<file path="src/sle_pkg.sv">
// Shared types and constants for the sequential list engine.
// Used by the controller, the datapath and the top level; depends on nothing.
package sle_pkg;

  localparam int DEPTH_DEFAULT = 128;
  localparam int OP_W          = 2;
  localparam int POS_W         = 8;
  localparam int DATA_W        = 32;

  typedef enum logic [OP_W-1:0] {
    OP_INSERT = 2'd0,
    OP_DELETE = 2'd1,
    OP_LOCATE = 2'd2
  } op_t;

  typedef enum logic [3:0] {
    ST_IDLE,
    ST_DISPATCH,
    ST_INS_CHK,
    ST_INS_WR,
    ST_DEL_CAP,
    ST_DEL_CHK,
    ST_DEL_WR,
    ST_SCAN_CHK,
    ST_SCAN_CMP,
    ST_FINISH
  } state_t;

  typedef enum logic [2:0] {
    PTR_HOLD,
    PTR_COUNT,
    PTR_POS,
    PTR_ZERO,
    PTR_INC,
    PTR_DEC
  } ptr_op_t;

  typedef enum logic [1:0] {
    ADDR_PTR,
    ADDR_PTR_M1,
    ADDR_POS_M1
  } addr_sel_t;

  typedef enum logic {
    WSRC_READ,
    WSRC_VALUE
  } wr_src_t;

  typedef struct packed {
    logic      load_item;
    ptr_op_t   ptr_op;
    logic      rd_en;
    addr_sel_t rd_sel;
    logic      wr_en;
    addr_sel_t wr_sel;
    wr_src_t   wr_src;
    logic      count_inc;
    logic      count_dec;
    logic      set_ok;
    logic      capture_removed;
    logic      capture_found;
    logic      out_load;
  } cmd_t;

  typedef struct packed {
    logic [OP_W-1:0] op;
    logic            ins_valid;
    logic            del_valid;
    logic            ptr_ge_pos;
    logic            ptr_lt_count;
    logic            match;
    logic            out_free;
  } status_t;

endpackage

</file>
<file path="src/sle_ctrl.sv">
// Controller state machine for the sequential list engine.
// Depends on sle_pkg for the state, command and status types.
module sle_ctrl (
  input  logic             clk,
  input  logic             rst,
  input  logic             req_valid,
  output logic             req_ready,
  input  sle_pkg::status_t status,
  output sle_pkg::cmd_t    cmd
);
  import sle_pkg::*;

  state_t state;
  state_t state_next;

  always_ff @(posedge clk) begin
    if (rst) begin
      state <= ST_IDLE;
    end else begin
      state <= state_next;
    end
  end

  always_comb begin
    state_next = state;
    unique case (state)
      ST_IDLE: begin
        if (req_valid) state_next = ST_DISPATCH;
      end
      ST_DISPATCH: begin
        unique case (status.op)
          OP_INSERT: state_next = status.ins_valid ? ST_INS_CHK : ST_FINISH;
          OP_DELETE: state_next = status.del_valid ? ST_DEL_CAP : ST_FINISH;
          OP_LOCATE: state_next = ST_SCAN_CHK;
          default:   state_next = ST_FINISH;
        endcase
      end
      ST_INS_CHK:  state_next = status.ptr_ge_pos ? ST_INS_WR : ST_FINISH;
      ST_INS_WR:   state_next = ST_INS_CHK;
      ST_DEL_CAP:  state_next = ST_DEL_CHK;
      ST_DEL_CHK:  state_next = status.ptr_lt_count ? ST_DEL_WR : ST_FINISH;
      ST_DEL_WR:   state_next = ST_DEL_CHK;
      ST_SCAN_CHK: state_next = status.ptr_lt_count ? ST_SCAN_CMP : ST_FINISH;
      ST_SCAN_CMP: state_next = status.match ? ST_FINISH : ST_SCAN_CHK;
      ST_FINISH: begin
        if (status.out_free) state_next = ST_IDLE;
      end
      default:     state_next = ST_IDLE;
    endcase
  end

  always_comb begin
    cmd       = '0;
    cmd.ptr_op = PTR_HOLD;
    cmd.rd_sel = ADDR_PTR;
    cmd.wr_sel = ADDR_PTR;
    cmd.wr_src = WSRC_READ;
    req_ready = 1'b0;
    unique case (state)
      ST_IDLE: begin
        // No beat is taken while reset is held.
        req_ready     = !rst;
        cmd.load_item = req_valid && !rst;
      end
      ST_DISPATCH: begin
        unique case (status.op)
          OP_INSERT: begin
            if (status.ins_valid) cmd.ptr_op = PTR_COUNT;
          end
          OP_DELETE: begin
            if (status.del_valid) begin
              cmd.rd_en  = 1'b1;
              cmd.rd_sel = ADDR_POS_M1;
              cmd.ptr_op = PTR_POS;
            end
          end
          OP_LOCATE: cmd.ptr_op = PTR_ZERO;
          default: ;
        endcase
      end
      ST_INS_CHK: begin
        if (status.ptr_ge_pos) begin
          cmd.rd_en  = 1'b1;
          cmd.rd_sel = ADDR_PTR_M1;
        end else begin
          cmd.wr_en     = 1'b1;
          cmd.wr_sel    = ADDR_POS_M1;
          cmd.wr_src    = WSRC_VALUE;
          cmd.count_inc = 1'b1;
          cmd.set_ok    = 1'b1;
        end
      end
      ST_INS_WR: begin
        cmd.wr_en  = 1'b1;
        cmd.wr_sel = ADDR_PTR;
        cmd.ptr_op = PTR_DEC;
      end
      ST_DEL_CAP: cmd.capture_removed = 1'b1;
      ST_DEL_CHK: begin
        if (status.ptr_lt_count) begin
          cmd.rd_en  = 1'b1;
          cmd.rd_sel = ADDR_PTR;
        end else begin
          cmd.count_dec = 1'b1;
        end
      end
      ST_DEL_WR: begin
        cmd.wr_en  = 1'b1;
        cmd.wr_sel = ADDR_PTR_M1;
        cmd.ptr_op = PTR_INC;
      end
      ST_SCAN_CHK: begin
        if (status.ptr_lt_count) begin
          cmd.rd_en  = 1'b1;
          cmd.rd_sel = ADDR_PTR;
        end
      end
      ST_SCAN_CMP: begin
        if (status.match) begin
          cmd.capture_found = 1'b1;
        end else begin
          cmd.ptr_op = PTR_INC;
        end
      end
      ST_FINISH: cmd.out_load = status.out_free;
      default: ;
    endcase
  end

endmodule

</file>
<file path="config.mk">
export PLATFORM = sky130hd
export DESIGN_NAME = sle_ctrl
export DESIGN_NICKNAME = d
export VERILOG_FILES = /design/src/sle_pkg.sv /design/src/sle_ctrl.sv
export SDC_FILE = /design/constraint.sdc
export NUM_CORES = 1
export LEC_CHECK = 0
export BUFFER_PORTS_ARGS = -buffer_cell sky130_fd_sc_hd__buf_2
export CORE_AREA = 2 2 39 41
export CTS_CLUSTER_SIZE = 24
export DETAILED_ROUTE_END_ITERATION = 8
export DIE_AREA = 0 0 41 43
export GPL_TIMING_DRIVEN = 0
export HOLD_SLACK_MARGIN = 0.12
export PLACE_DENSITY = 0.81
export SYNTH_ARGS = -nofsm -noshare
export SYNTH_HDL_FRONTEND = slang
export SYNTH_SLANG_ARGS = --single-unit
</file>
<file path="constraint.sdc">
create_clock -name clk -period 2.5 [get_ports clk]
set_clock_uncertainty 0.2 [all_clocks]
set_input_delay 0.375 -clock clk [delete_from_list [all_inputs] [get_ports clk]]
set_output_delay 0.375 -clock clk [all_outputs]
set_load 0.1 [all_outputs]
</file>
==> results of run 1 <==
-- Yosys cell counts, drive strengths merged --
cell type / count
a211oi: 1
a21oi: 5
a22oi: 1
a311o: 1
a311oi: 1
a32oi: 2
and2: 1
and2b: 1
and3: 2
buf: 7
clkbuf: 1
dfxtp: 4
inv: 1
nand2: 5
nand2b: 5
nand3: 2
nand3b: 2
nor2: 17
nor2b: 5
nor4: 3
nor4b: 1
o211a: 1
o21ai: 1
o21ba: 1
o221a: 1
o22ai: 1
o41ai: 1
or2: 1
or4b: 1
-- layout make-up --
class / count / area (um^2)
clock buffers: 3 / 22.5
inverters: 1 / 7.51
well taps: 16 / 20.0
flip-flops and latches: 4 / 81.3
plain buffers: 8 / 71.3
repair buffers: 28 / 148
multi-input cells: 63 / 453
fillers: 141 / 581
-- cells by family after synthesis --
group           count (synthesis)  share of synthesized area (%)
simple gates                   46                           48.2
compound gates                 17                           26.5
buf+inv                         9                           10.0
flops                           4                           15.3
-- per-stage QoR --
step | total power [W] | util [%] | setup TNS [ns]
finish | 0.00112 | 58.0 | 0
global route | 0.00119 | 58.0 | 0
global placement | 0.00102 | 55.6 | 0
floorplan | 0.000912 | - | -1.57
detailed placement | 0.00103 | 55.6 | 0
CTS | 0.00112 | 57.2 | 0
-- critical path: stages (launching register included) --
cell,delay [ns]
dfxtp_1,0.30
buf_6,0.13
clkbuf_8,0.16
nand2b_4,0.16
nor4_4,0.29
buf_6,0.14
buf_2,0.41
-- per-layer routing --
metal  GRT usage [%]  wire (um)  vias up
li1                -          -      336
met1            25.3        673      313
met2            27.2        753       19
met3            3.66         47        2
met4            12.0         15        0
met5               0          0        -
-- how the worst max path moves through the flow --
stage | endpoint | slack [ns] | cells after the start
after floorplan | cmd[6] | -0.38 | 5
after global placement | cmd[12] | 0.34 | 6
after detailed placement | cmd[12] | 0.31 | 6
after CTS | cmd[12] | 0.06 | 6
after global routing | cmd[5] | 0.00005 | 6
final | cmd[5] | 0.11 | 6
-- power by group through the flow --
stage	clock network, W	logic [W]	registers [W]
after floorplan	0	0.000806	0.000106
after global placement	0	0.000913	0.000110
after detailed placement	0	0.000921	0.000112
after CTS	0.0000831	0.000923	0.000111
after global routing	0.0000868	0.000987	0.000116
final	0.0000783	0.000933	0.000112
-- what timing repair did --
action,in CTS,in global routing
hold buffers,0,0
gates resized for setup,0,5
hold endpoints to repair,0,0
endpoints found under the setup margin,0,3
setup buffers,0,0
==> results.sh, run 1 <==
export IMPL_drt_iter0_drc=18
export IMPL_post_route_cells_drive_above_1_share_pct=53.3
export IMPL_yosysTopAreaCell="dfxtp_1"
export IMPL_grt_usage_pct=19.1
export IMPL_hpwl_um=1170
export IMPL_syn_inst=76
export IMPL_antenna_found_initial=0
export IMPL_cts_made_buffers=3
export IMPL_cts_path_max_buffers=2
export IMPL_syn_to_final_growth_pct=53.2
export IMPL_ant_nets=0
export IMPL_hold_violations=0
export IMPL_grt_pass1_wl_um=2330
export IMPL_num_vias=670
export IMPL_p_per_area_nw_per_um2=1400
export IMPL_min_path_cells=2
export IMPL_syn_nets=87
export IMPL_p_sw_w=0.000715
export IMPL_synth_top_area_share_pct=15.3
export IMPL_clkLatencyLatePin_ns=0.23
export IMPL_worstSetupPathType="reg -> out"
export IMPL_switching_share_pct=63.6
export IMPL_worst_setup_path_end_kind="primary output"
export IMPL_htree_levels=1
export IMPL_largestRegisters="state: 4 flops"
export IMPL_synth_avg_cell_area_um2=6.90
export IMPL_largest_register="state"
export IMPL_ff2ff_path_depth=5
export IMPL_drc=0
export IMPL_ir_worst_vdd_mv=0.602
export IMPL_max_freq_mhz=418
export IMPL_grt_max_degree=11
export IMPL_pwr_share_comb_pct=83.1
export IMPL_status="finished clean"
export IMPL_worst_r2r_endpoint="state[0]"
export IMPL_pwr_share_seq_pct=10.0
export IMPL_vias_per_cell=5.45
export IMPL_p_int_w=0.000408
export IMPL_ys_warn_count=0
export IMPL_worstPathArrival_ns=1.82
export IMPL_timing_hold_ws_ns=0.228
export IMPL_ys_seq_area_share_pct=15.3
export IMPL_syn_area_um2=524
export IMPL_relSlewSlack_pct=67.6
export IMPL_final_cell_mix="26 x buf_2, 14 x nor2_1, 7 x clkbuf_4"
export IMPL_place_ws_ns=0.309
export IMPL_io_pins=29
export IMPL_hold_class="in -> reg"
export IMPL_fin_area_um2=803
export IMPL_finalSetupViolCount=0
export IMPL_leakage_nw=0.382
export IMPL_core_region_area_um2=1380
export IMPL_reg2reg_from="state[0]"
export IMPL_n_antenna_cell=0
export IMPL_rrSetupSlack_ns=0.93
export IMPL_hold_end="state[3]"
export IMPL_crit_fanout=10
export IMPL_cts_sinks=4
export IMPL_synthDistinctLibCells=32
export IMPL_fin_nets=120
export IMPL_start_util_pct=37.9
export IMPL_ys_seq_elements=4
export IMPL_dp_cells=120
export IMPL_power_share_clock_pct=7.0
export IMPL_grt_overflow=0
export IMPL_fin_crit_ns=2.39
export IMPL_final_cells=123
export IMPL_root_buffer="clkbuf_4"
export IMPL_wl_um=1490
export IMPL_min_from="rst"
export IMPL_tightest_slew_ns=0.489
export IMPL_grt_setup_unrepaired="no"
export IMPL_fin_crit_sh_pct=95.6
export IMPL_die_w_um=41
export IMPL_first_pass_iters=4
export IMPL_synth_top_cells_by_area="dfxtp_1 15%, nor2_1 11%, nand2b_1 6.0%"
export IMPL_dieArea_um2=1760
export IMPL_clk_pin_slew_ns=0.04
export IMPL_globalplace_congestion=0.892
export IMPL_start_kind="flip-flop"
export IMPL_rows=14
export IMPL_dieHeight_um=43
export IMPL_maxCapViolCount=0
export IMPL_postPlaceCellArea_um2=769
export IMPL_cts_tree="done"
export IMPL_wl_per_cell_um=12.1
export IMPL_largest_reg_flops=4
export IMPL_crit_required_ns=1.92
export IMPL_grt_pass1_vias=572
export IMPL_port_buffers=28
export IMPL_final_common_cell="buf_2"
export IMPL_slew_viol_final=0
export IMPL_crit_start="state[0]"
export IMPL_setup_slack_ns=0.109
No activity file was read; power rests on OpenSTA's default activity.
==> inputs of run 2 (changes only) <==
--- a/config.mk
+++ b/config.mk
@@ -6,13 +6,14 @@
 export NUM_CORES = 1
 export LEC_CHECK = 0
 export BUFFER_PORTS_ARGS = -buffer_cell sky130_fd_sc_hd__buf_2
+export CAP_MARGIN = 25
 export CORE_AREA = 2 2 39 41
 export CTS_CLUSTER_SIZE = 24
 export DETAILED_ROUTE_END_ITERATION = 8
 export DIE_AREA = 0 0 41 43
 export GPL_TIMING_DRIVEN = 0
 export HOLD_SLACK_MARGIN = 0.12
-export PLACE_DENSITY = 0.81
+export PLACE_DENSITY = 0.76
 export SYNTH_ARGS = -nofsm -noshare
 export SYNTH_HDL_FRONTEND = slang
 export SYNTH_SLANG_ARGS = --single-unit
==> run 2 against run 1 <==
- via count is 0.75% lower
- global-route usage is 0.42 points higher
- clock power rose by 3.4%
- cell area up 0.16%
- clock-buffer cell count unchanged
- largest cell class unchanged
- die area unchanged
- utilization is 0.090 points higher
- highest routed layer unchanged
- register-to-register slack barely moved
==> results.sh, run 2 (same netlist as run 1, synthesis figures left out) <==
export IMPL_post_route_cells_drive_above_1_share_pct=52.3
export IMPL_max_freq_mhz=412
export IMPL_start_util_pct=37.9
export IMPL_ir_worst_vdd_mv=0.727
export IMPL_dieHeight_um=43
export IMPL_grt_max_degree=11
export IMPL_rows=14
export IMPL_largestRegisters="state: 4 flops"
export IMPL_grt_overflow=0
export IMPL_largest_register="state"
export IMPL_final_cells=123
export IMPL_worst_r2r_endpoint="state[0]"
export IMPL_p_per_area_nw_per_um2=1400
export IMPL_worstPathArrival_ns=1.85
export IMPL_grt_pass1_wl_um=2450
export IMPL_cts_made_buffers=3
export IMPL_maxCapViolCount=0
export IMPL_hold_class="in -> reg"
export IMPL_cts_tree="done"
export IMPL_cts_sinks=4
export IMPL_io_pins=29
export IMPL_crit_start="state[2]"
export IMPL_timing_hold_ws_ns=0.221
export IMPL_drc=0
export IMPL_multi_input_area_um2=453
export IMPL_clk_pin_slew_ns=0.04
export IMPL_hpwl_um=1180
export IMPL_ant_nets=0
export IMPL_final_common_cell="buf_2"
export IMPL_total_power_w=0.00112
export IMPL_port_buffers=28
export IMPL_vias_per_cell=5.41
export IMPL_num_fill_cells=142
export IMPL_dieArea_um2=1760
export IMPL_globalplace_congestion=0.871
export IMPL_status="finished clean"
export IMPL_cp_endpoint="cmd[12]"
export IMPL_htree_levels=1
export IMPL_cts_hold_buf=0
export IMPL_wl_um=1480
export IMPL_drt_iter0_drc=11
export IMPL_dp_cells=120
export IMPL_grt_usage_pct=19.6
export IMPL_cts_resized=0
export IMPL_core_region_area_um2=1380
export IMPL_die_w_um=41
export IMPL_place_ws_ns=0.305
export IMPL_ff2ff_path_depth=5
export IMPL_fin_crit_ns=2.43
export IMPL_crit_fanout=10
export IMPL_syn_to_final_growth_pct=53.5
export IMPL_antenna_found_initial=0
export IMPL_worst_setup_path_end_kind="primary output"
export IMPL_n_antenna_cell=0
export IMPL_worstSetupPathType="reg -> out"
export IMPL_relSlewSlack_pct=67.7
export IMPL_crit_required_ns=1.92
export IMPL_grt_pass1_vias=607
export IMPL_cts_path_max_buffers=2
export IMPL_hold_violations=0
export IMPL_rrSetupSlack_ns=0.93
export IMPL_postCtsSetupBuffers=0
export IMPL_root_buffer="clkbuf_4"
export IMPL_reg2reg_from="state[0]"
export IMPL_fin_crit_sh_pct=97.2
export IMPL_first_pass_iters=4
export IMPL_num_vias=665
export IMPL_leakage_nw=0.381
export IMPL_start_kind="flip-flop"
export IMPL_slew_viol_final=0
export IMPL_setup_slack_ns=0.0709
export IMPL_wl_per_cell_um=12.1
export IMPL_finalSetupViolCount=0
export IMPL_fin_nets=120
export IMPL_final_cell_mix="25 x buf_2, 14 x nor2_1, 8 x clkbuf_4"
export IMPL_tightest_slew_ns=0.488
export IMPL_clkLatencyLatePin_ns=0.24
export IMPL_min_from="rst"
export IMPL_finalSetupTns_ns=0
export IMPL_grt_setup_unrepaired="no"
export IMPL_largest_reg_flops=4
export IMPL_regArea_um2=80.1
==> run 2: power breakdown <==
group	switching, W	internal [W]
clock	0.0000273	0.0000537
sequential	0.0000225	0.0000880
combinational	0.000666	0.000266
total	0.000716	0.000408
==> run 2: final cells by class <==
type                            count  area share, %
Inverter                            1          0.933
Multi-Input combinational cell     63           56.3
Buffer                              8           8.86
Timing Repair Buffer               28           18.7
Clock buffer                        3           2.80
Sequential cell                     4           9.95
Tap cell                           16           2.49
==> run 2: worst min path at each step <==
| stage | slack (ns) | cells after the start | to |
|---|---|---|---|
| detailed placement | 0.46 | 2 | state[3] |
| global route | 0.23 | 2 | state[3] |
| global placement | 0.47 | 2 | state[3] |
| floorplan | 0.25 | 1 | state[3] |
| CTS | 0.21 | 2 | state[3] |
| finish | 0.22 | 2 | state[3] |
==> run 2: layer usage <==
metal,part of all wire [%],GRT usage [%]
met5,0,0
met4,1.7,7.33
met3,6.0,5.24
met2,48,30.9
met1,44,24.0
==> run 2: per-stage QoR <==
step,instance area [um^2],utilization [%]
6_report,805,58.1
4_1_cts,792,57.2
3_3_place_gp,769,55.6
5_1_grt,805,58.1
3_5_place_dp,769,55.6
2_1_floorplan,609,-
==> run 2: worst max-delay path, stage by stage, from the launching register on <==
cell and delay [ns]:
dfxtp_1 0.44, buf_4 0.25, nor2_1 0.09, nand3_1 0.15, clkinvlp_4 0.10, a311o_2 0.30, clkbuf_4 0.28
